`src/hdl/v4au_pkg.sv`:
```
// ----------------------------------------------------------------------------
// v4au_pkg
// Types, opcodes, constants and saturation helper for the four-lane vector ALU.
// ----------------------------------------------------------------------------
`default_nettype none

package v4au_pkg;

   localparam int LANE_COUNT        = 4;
   localparam int FRAC_BITS_DEFAULT = 16;
   localparam int Q_W               = 32;
   localparam int PROD_W            = 66;
   localparam int SUM_W             = 68;
   localparam int ROOT_W            = 34;
   localparam int SQRT_STAGES       = SUM_W / 2;
   localparam int DIV_STAGES        = 32;
   localparam int DEN_W             = 34;

   localparam logic [Q_W-1:0] QMAX32 = 32'h7FFF_FFFF;
   localparam logic [Q_W-1:0] QMIN32 = 32'h8000_0000;

   localparam logic signed [SUM_W-1:0] Q_MAX = 68'sd2147483647;
   localparam logic signed [SUM_W-1:0] Q_MIN = -(68'sd2147483648);

   typedef enum logic [3:0] {
      OP_VV_ADD = 4'd0,
      OP_VV_SUB = 4'd1,
      OP_VV_MUL = 4'd2,
      OP_VV_DIV = 4'd3,
      OP_VS_ADD = 4'd4,
      OP_VS_SUB = 4'd5,
      OP_SV_SUB = 4'd6,
      OP_VS_MUL = 4'd7,
      OP_VS_DIV = 4'd8,
      OP_SV_DIV = 4'd9,
      OP_EQ     = 4'd10,
      OP_NE     = 4'd11,
      OP_DOT    = 4'd12,
      OP_MAG    = 4'd13,
      OP_NORM   = 4'd14,
      OP_DIST   = 4'd15
   } op_type;

   typedef enum logic [1:0] {
      ST_OK  = 2'd0,
      ST_SAT = 2'd1,
      ST_DZ  = 2'd2
   } status_type;

   typedef struct packed {
      logic [3:0]        kind;
      logic signed [31:0] u_x;
      logic signed [31:0] u_y;
      logic signed [31:0] u_z;
      logic signed [31:0] u_w;
      logic signed [31:0] v_x;
      logic signed [31:0] v_y;
      logic signed [31:0] v_z;
      logic signed [31:0] v_w;
      logic signed [31:0] scalar_a;
   } req_type;

   typedef struct packed {
      logic signed [31:0] res_x;
      logic signed [31:0] res_y;
      logic signed [31:0] res_z;
      logic signed [31:0] res_w;
      logic signed [31:0] res_scalar;
      logic              compare_true;
      logic [1:0]        status;
   } rsp_type;

   typedef struct packed {
      logic           ovf;
      logic [Q_W-1:0] val;
   } sat_type;

   typedef struct packed {
      logic [Q_W-1:0]    res;
      logic              sat;
      logic [PROD_W-1:0] term;
      logic [PROD_W-2:0] sq;
      logic [Q_W-1:0]    num;
      logic [Q_W-1:0]    den;
   } lane_out_type;

   typedef struct packed {
      logic [Q_W-1:0] res;
      logic           sat;
      logic           dz;
   } div_out_type;

   typedef struct packed {
      op_type                         kind;
      logic                           cmp;
      logic                           u_zero;
      logic [Q_W-1:0]                 scal;
      logic                           scal_sat;
      logic [LANE_COUNT-1:0][Q_W-1:0] lane_res;
      logic [LANE_COUNT-1:0]          lane_sat;
      logic [LANE_COUNT-1:0][Q_W-1:0] num;
      logic [LANE_COUNT-1:0][Q_W-1:0] den;
   } side_type;

   function automatic sat_type sat_q(input logic signed [SUM_W-1:0] x);
      sat_type r;
      if (x > Q_MAX) begin
         r.ovf = 1'b1;
         r.val = QMAX32;
      end else if (x < Q_MIN) begin
         r.ovf = 1'b1;
         r.val = QMIN32;
      end else begin
         r.ovf = 1'b0;
         r.val = x[Q_W-1:0];
      end
      return r;
   endfunction

endpackage

`default_nettype wire

```
`src/hdl/v4au_lane.sv`:
```
// ----------------------------------------------------------------------------
// v4au_lane
// One element lane: add/subtract with saturation, one multiplier for products
// and squares, and selection of the divide operands.
// ----------------------------------------------------------------------------
`default_nettype none

module v4au_lane
   import v4au_pkg::*;
#(
   parameter int FRAC_BITS = FRAC_BITS_DEFAULT
)
(
   input  wire logic               clock,
   input  wire op_type             kind,
   input  wire logic signed [31:0] u,
   input  wire logic signed [31:0] v,
   input  wire logic signed [31:0] a,
   output lane_out_type            lane_out
);

   logic signed [32:0]        ue, ve, ae;
   logic signed [32:0]        add_in;
   logic signed [32:0]        ma, mb;
   logic [Q_W-1:0]            num_in, den_in;
   logic signed [PROD_W-1:0]  prod_in;
   sat_type                   as_in;

   op_type                    kind_ff;
   sat_type                   as_ff;
   logic signed [PROD_W-1:0]  prod_ff;
   logic [Q_W-1:0]            num_ff, den_ff;

   logic signed [PROD_W-1:0]  term;
   sat_type                   mul_sat;
   lane_out_type              out_in, out_ff;

   assign ue = {u[31], u};
   assign ve = {v[31], v};
   assign ae = {a[31], a};

   always_comb begin
      add_in = '0;
      ma     = '0;
      mb     = '0;
      num_in = '0;
      den_in = '0;
      unique case (kind) inside
         OP_VV_ADD: add_in = ue + ve;
         OP_VV_SUB: add_in = ue - ve;
         OP_VS_ADD: add_in = ue + ae;
         OP_VS_SUB: add_in = ue - ae;
         OP_SV_SUB: add_in = ae - ue;
         OP_VV_MUL, OP_DOT: begin
            ma = ue;
            mb = ve;
         end
         OP_VS_MUL: begin
            ma = ue;
            mb = ae;
         end
         OP_MAG: begin
            ma = ue;
            mb = ue;
         end
         OP_NORM: begin
            ma     = ue;
            mb     = ue;
            num_in = u;
         end
         OP_DIST: begin
            ma = ue - ve;
            mb = ue - ve;
         end
         OP_VV_DIV: begin
            num_in = u;
            den_in = v;
         end
         OP_VS_DIV: begin
            num_in = u;
            den_in = a;
         end
         OP_SV_DIV: begin
            num_in = a;
            den_in = u;
         end
         default: ;
      endcase
      as_in   = sat_q(SUM_W'(add_in));
      prod_in = ma * mb;
   end

   always_ff @(posedge clock) begin
      kind_ff <= kind;
      as_ff   <= as_in;
      prod_ff <= prod_in;
      num_ff  <= num_in;
      den_ff  <= den_in;
   end

   always_comb begin
      term    = prod_ff >>> FRAC_BITS;
      mul_sat = sat_q(SUM_W'(term));
      if (kind_ff == OP_VV_MUL || kind_ff == OP_VS_MUL) begin
         out_in.res = mul_sat.val;
         out_in.sat = mul_sat.ovf;
      end else begin
         out_in.res = as_ff.val;
         out_in.sat = as_ff.ovf;
      end
      out_in.term = term;
      out_in.sq   = prod_ff[PROD_W-2:0];
      out_in.num  = num_ff;
      out_in.den  = den_ff;
   end

   always_ff @(posedge clock) begin
      out_ff <= out_in;
   end

   assign lane_out = out_ff;

endmodule

`default_nettype wire

```
`config.mk`:
```
export PLATFORM = sky130hd
export DESIGN_NAME = v4au_lane
export DESIGN_NICKNAME = d
export VERILOG_FILES = /design/src/hdl/v4au_pkg.sv /design/src/hdl/v4au_lane.sv
export SDC_FILE = /design/constraint.sdc
export NUM_CORES = 2
export LEC_CHECK = 0
export ABC_AREA = 1
export ABC_CLOCK_PERIOD_IN_PS = 11000
export CAP_MARGIN = 25
export CORE_MARGIN = 2
export CORE_UTILIZATION = 40
export CTS_BUF_LIST = sky130_fd_sc_hd__clkbuf_8
export DETAILED_ROUTE_END_ITERATION = 16
export DONT_BUFFER_PORTS = 1
export PLACE_DENSITY_LB_ADDON = 0.1
export SLEW_MARGIN = 30
export SYNTH_ARGS = -nofsm -noshare
export SYNTH_HDL_FRONTEND = slang
export SYNTH_SLANG_ARGS = --single-unit
export TNS_END_PERCENT = 20
```
`constraint.sdc`:
```
create_clock -name clock -period 11 [get_ports clock]
set_input_delay 0.55 -clock clock [delete_from_list [all_inputs] [get_ports clock]]
set_output_delay 0.55 -clock clock [all_outputs]
set_load 0.01 [all_outputs]
```
; ---- After elaboration in Yosys (flattened, before gate mapping)
; Cells that the tools add are included.
; Widths: inputs -> output; s select.
[totals]
reg_bits = 379
input_bits = 101
[classes]
eq_ne = 15
magnitude_cmp = 4
n_reduce_logical = 6
n_mux = 9
n_addsub = 5
mul = 1
[ops]
columns = op, n
row1 = $pmux 33 s5, 1
row2 = $mux 33, 4
row3 = $pmux 33 s4, 1
row4 = $sub 32x32->33, 3
row5 = $pmux 32 s3, 1
row6 = $add 32x32->33, 2
row7 = $mul 33x33->66, 1
row8 = $pmux 33 s2, 1
row9 = $pmux 32 s2, 1
row10 = $gt 50x32->1 const B, 1
row11 = $lt 50x32->1 const B, 1
row12 = $gt 33x32->1 const B, 1
row13 = $lt 33x32->1 const B, 1
row14 = $eq 4x4->1 const B, 6
row15 = $eq 4x3->1 const B, 5
row16 = $eq 4x2->1 const B, 3
row17 = $reduce_or 5->1, 1
row18 = $eq 4x1->1 const B, 1
row19 = $logic_not 4->1, 1
row20 = $reduce_or 2->1, 2
row21 = $reduce_or 3->1, 1
row22 = $logic_or 1x1->1, 1

; ---- Logic depth before layout (Yosys ltp)
[depth]
depth_word = 4
mapped_depth = 49
depth_no_buf = 47

; ---- Worst setup path before layout
; OpenSTA, ideal clock, no wires.
[synth_path]
path_type = input port to flip-flop
start = input port u[0]
end = register prod_ff[56]
cell_stages = 44
n_path_buf = 1
path_slack_ns = 2.214
arrival_time_ns = 8.662
required_time_ns = 10.877
path_cell_list = inv_1 > ha_1 > fa_1 > nand3b_1 > nand2_2 > inv_2 > o21bai_2 > nand2_1 > nand2_2 > nand3_1 > nand2_1 > nand2_1 > nand3_1 > nand2_2 > buf_4 > nand2_1 > inv_1 > fa_1 > (+8 left out) > inv_1 > fa_1 > fa_1 > fa_1 > inv_1 > ha_1 > nand2_1 > nor2_1 > inv_1 > nor2_1 > inv_1 > nor2_1 > inv_1 > nor3_1 > nand2_1 > nand3_1 > a21oi_1 > xor2_1
[synth_via]
elab_chain_len = 3
[synth_rtl]
columns = item, line_no
row1 = from (decl), v4au_lane.sv:16  ; input wire logic signed [31:0] u,
row2 = $sub 32x32->33, "v4au_lane.sv:72, v4au_lane.sv:73"
row3 = $pmux 33 s4 / $pmux 33 s2 (equally long branches), v4au_lane.sv:48  ; unique case (kind) inside
row4 = $mul 33x33->66 *, v4au_lane.sv:90  ; prod_in = ma * mb;
row5 = net prod_in[56], v4au_lane.sv:26  ; logic signed [PROD_W-1:0] prod_in;
row6 = to (signal assigned), v4au_lane.sv:96  ; prod_ff <= prod_in;
row7 = to (decl), v4au_lane.sv:31  ; logic signed [PROD_W-1:0] prod_ff;
; Mark *: on every way through the listed nets, which the timed path passes. The rest lies on a longest branch.
; A chain may end at the register's enable or synchronous reset.

; ---- Worst setup path after layout
[layout_path]
start = input port v[12]
end = register prod_ff[60]
[layout_via]
elab_chain_len = 3
[layout_rtl]
columns = item, line_no
row1 = from (decl), v4au_lane.sv:17  ; input wire logic signed [31:0] v,
row2 = $sub 32x32->33, "v4au_lane.sv:72, v4au_lane.sv:73"
row3 = $pmux 33 s4 / $pmux 33 s2 (equally long branches), v4au_lane.sv:48
row4 = $mul 33x33->66 *, v4au_lane.sv:90
row5 = net prod_in[60], v4au_lane.sv:26
; Marked as above.

==> summary.md <==
| Metric | Value |
|---|---|
| Async SR Flop Fraction | `0%` |
| Via/cell ratio | `5.332` |
| Largest net degree at the start of global routing | `65` |
| Area contributors post-synth | `fa_1 (40%), dfxtp_1 (12%), inv_1 (10%), nand2_1 (10%), ha_1 (6.9%)` |
| Post-Place Cells | `approximately 9000` |
| Post-layout nets | `8586` |
| Seq/Total Area, Yosys | `about an eighth` |
| Hpwl dp | `roughly 200000 um` |
| Final hold vios | `0` |
| Critical Path RT | `11.56 ns` |
| Post-synthesis cell type count | `57` |
| Commonest non-fill, non-tap cell in the layout | `inv_1` |
| Antenna Nets Post-Route | `0` |
| WP depth | `37` |
| Critical Path Max Stage Delay | `0.61 ns` |
| Fin Setup TNS | `0 ns` |
| Total iterations of the first detailed-routing run | `7` |
| Bufs on Longest Clock Path | `3` |
| Maximum VDD drop | `0.1506 mV` |
| Clk_skew | `roughly 0.082 ns` |
| Post-synth top area share | `40.49%` |
| Initial antenna violation count | `8` |
| Yosys warnings | `0` |
| Die Footprint | `0.1449 mm2` |
| CP max-delay cell | `nor3_1` |
| Post-CTS setup buffer count | `0` |
| Congestion Overflow GR | `0` |
| DRC errors left | `0` |
| DRT Wirelength | `232500 um` |
| H-tree levels | `2` |
| Final worst slack | `0.5320 ns` |
| Row count | `138` |
| Sink Count | `330` |
| Outcome | `finished, final reports clean` |
| Synth Net Count | `about 8600` |
| Crit Path Category | `primary input to register` |
| Initial DRC Count | `approximately 4600` |
| Die Wd | `380.7 um` |
| IO Count | `about 330` |
| DP Worst Slack | `0.3116 ns` |
| Most frequent cells in the layout | `inv_1 (1558), nand2_1 (1545), fa_1 (1148)` |
| Period minus WS final | `10.47 ns` |
| All-Layer GR Usage | `approximately a third` |
| CORE AREA | `0.1412 mm2` |
| Fmax | `between 90 and 100 MHz` |
| Clock Pin Slew Worst Setup and Hold Paths | `0.06 ns` |
| Critical path startpoint category | `primary input` |
| Syn Inst Count | `7033` |
| Max-slew violations | `0` |
| Hold Path Class | `primary input to register` |
| EDFF count, synth | `0` |
| Crit path max fanout | `21` |
| CP arrival | `11.03 ns` |
| Root Driver | `clkbuf_8` |
| Cell taking the most area after synthesis | `fa_1` |
| Critical path endpoint category | `register` |
| Finished Layout Cells | `roughly 9000` |
| Cell family with most CP delay | `adder cells` |
| Routed length per placed instance | `25.92 um` |
| Layout cells sized above 1 | `6.153%` |
| Netlist Area Pre-Place | `roughly 0.057 mm2` |
| Via count | `roughly 48000` |
| RSZ-0062 raised after global routing | `false` |
| Clock Latency Late Sink | `0.76 ns` |
| Crit path buffers/inverters | `9` |
| GPL Wtd Cong | `1.040` |
| Initial Util | `40.19%` |
| Number of global-route vias before repair | `around 50000` |
| Design area | `0.06084 mm2` |
| Avg Inst Size Synth | `8.071 um2` |
| Final setup fails | `0` |
| Die H | `380.7 um` |
| R2R depth | `7` |
| Register bit total from synthesis | `330` |
| Hold path cells | `2` |
| Primary FF master, synth | `dfxtp_1` |
| First-pass GRT wire length | `around 340000 um` |
| Overall Power | `~10 mW` |
| Worst Tran Pin Value | `1.048 ns` |
| Placed inst area | `between 0.05 and 0.06 mm2` |
| Max-Cap Viols | `0` |
| Leak pwr | `~31 nW` |
| Synth-to-Final Area Change | `7.188%` |
| Pwr/cell area | `171.8 mW/mm2` |
| CTS tree | `done` |
| PortBufs | `0` |
| Slew headroom | `30.12%` |
| CTS buffer count | `58` |
| Tcrit/Tclk final | `95.16%` |
-- path summary, 6_finish.rpt --
kind,from,to,slack (ns)
setup / recovery,v[12],prod_ff[60],0.53
hold / removal,a[6],num_ff[6],0.05
setup reg to reg,prod_ff[61],lane_out[221],8.05
hold reg to reg,prod_ff[5],lane_out[69],0.32
-- per-stage QoR --
step | utilization [%] | hold WS (ns)
CTS | 43.03 | 0.004299
detailed placement | 41.80 | 0.3121
finish | 43.08 | 0.05298
global placement | 41.77 | 0.3118
global route | 43.06 | 0.02311
floorplan | - | 0.3096
-- report_power, final --
group / total [mW] / internal, mW / leakage, nW / switching, mW
sequential: 1.93 / 1.56 / 2.74 / 0.369
combinational: 7.16 / 2.45 / 27.2 / 4.71
clock: 1.36 / 0.774 / 0.736 / 0.589
-- final cells by class --
class                      count  area, um2
clock inverter                38      420.4
tap                         1890       2365
antenna                       10      25.02
sequential                   330       6608
inverter                    1595       5987
fill                       14700      80400
multi-input combinational   4817      42640
clock buffer                  70      963.4
timing repair buffer         220       1838
-- logic make-up (layout without fill, tap and decap cells) --
kind of cell,after synthesis,after routing,synth area share (%)
AO/OA/AOI/OAI,667,667,7.109
XOR/XNOR,135,135,2.083
adder cells (fa/ha/maj),1463,1463,47.43
buffers and inverters,1886,1923,13.53
flip-flops,330,330,11.64
other,0,10,0
AND/OR/NAND/NOR,2552,2552,18.21
-- registers in the layout, indices dropped and copies added (netlist names) --
| name | cells |
|---|---|
| prod_ff | 66 |
| num_ff | 32 |
| kind_ff | 4 |
| den_ff | 32 |
| as_ff | 33 |
| lane_out | 163 |
-- metal layers --
layer  global-route usage (%)  wire length [um]
met5                        0                 9
met1                    42.97             95640
met3                    6.210             19370
met2                    50.57            103200
met4                    16.32             14270
-- synth_stat cells (all sizes together) (2+ instances only) --
cell type / instances
o211ai: 7
a21oi: 238
o22ai: 63
a22oi: 37
nor4: 20
nand3: 227
a21o: 23
dfxtp: 330
o21a: 14
and2: 2
buf: 236
o21bai: 27
nor2: 602
a31oi: 30
nand3b: 16
xor2: 101
and3: 5
nand2: 1570
fa: 1148
ha: 315
xnor2: 34
a211oi: 3
inv: 1593
a21boi: 9
nand4: 35
clkinv: 2
nor3: 40
clkbuf: 55
o21ai: 173
or2: 34
o41ai: 2
o221ai: 35
o31ai: 2
-- timing repair --
action,in CTS,in global routing
hold buffers,36,0
resized for setup,0,0
hold endpoints to repair,35,0
Note: power is estimated with default switching activity, not from simulation.
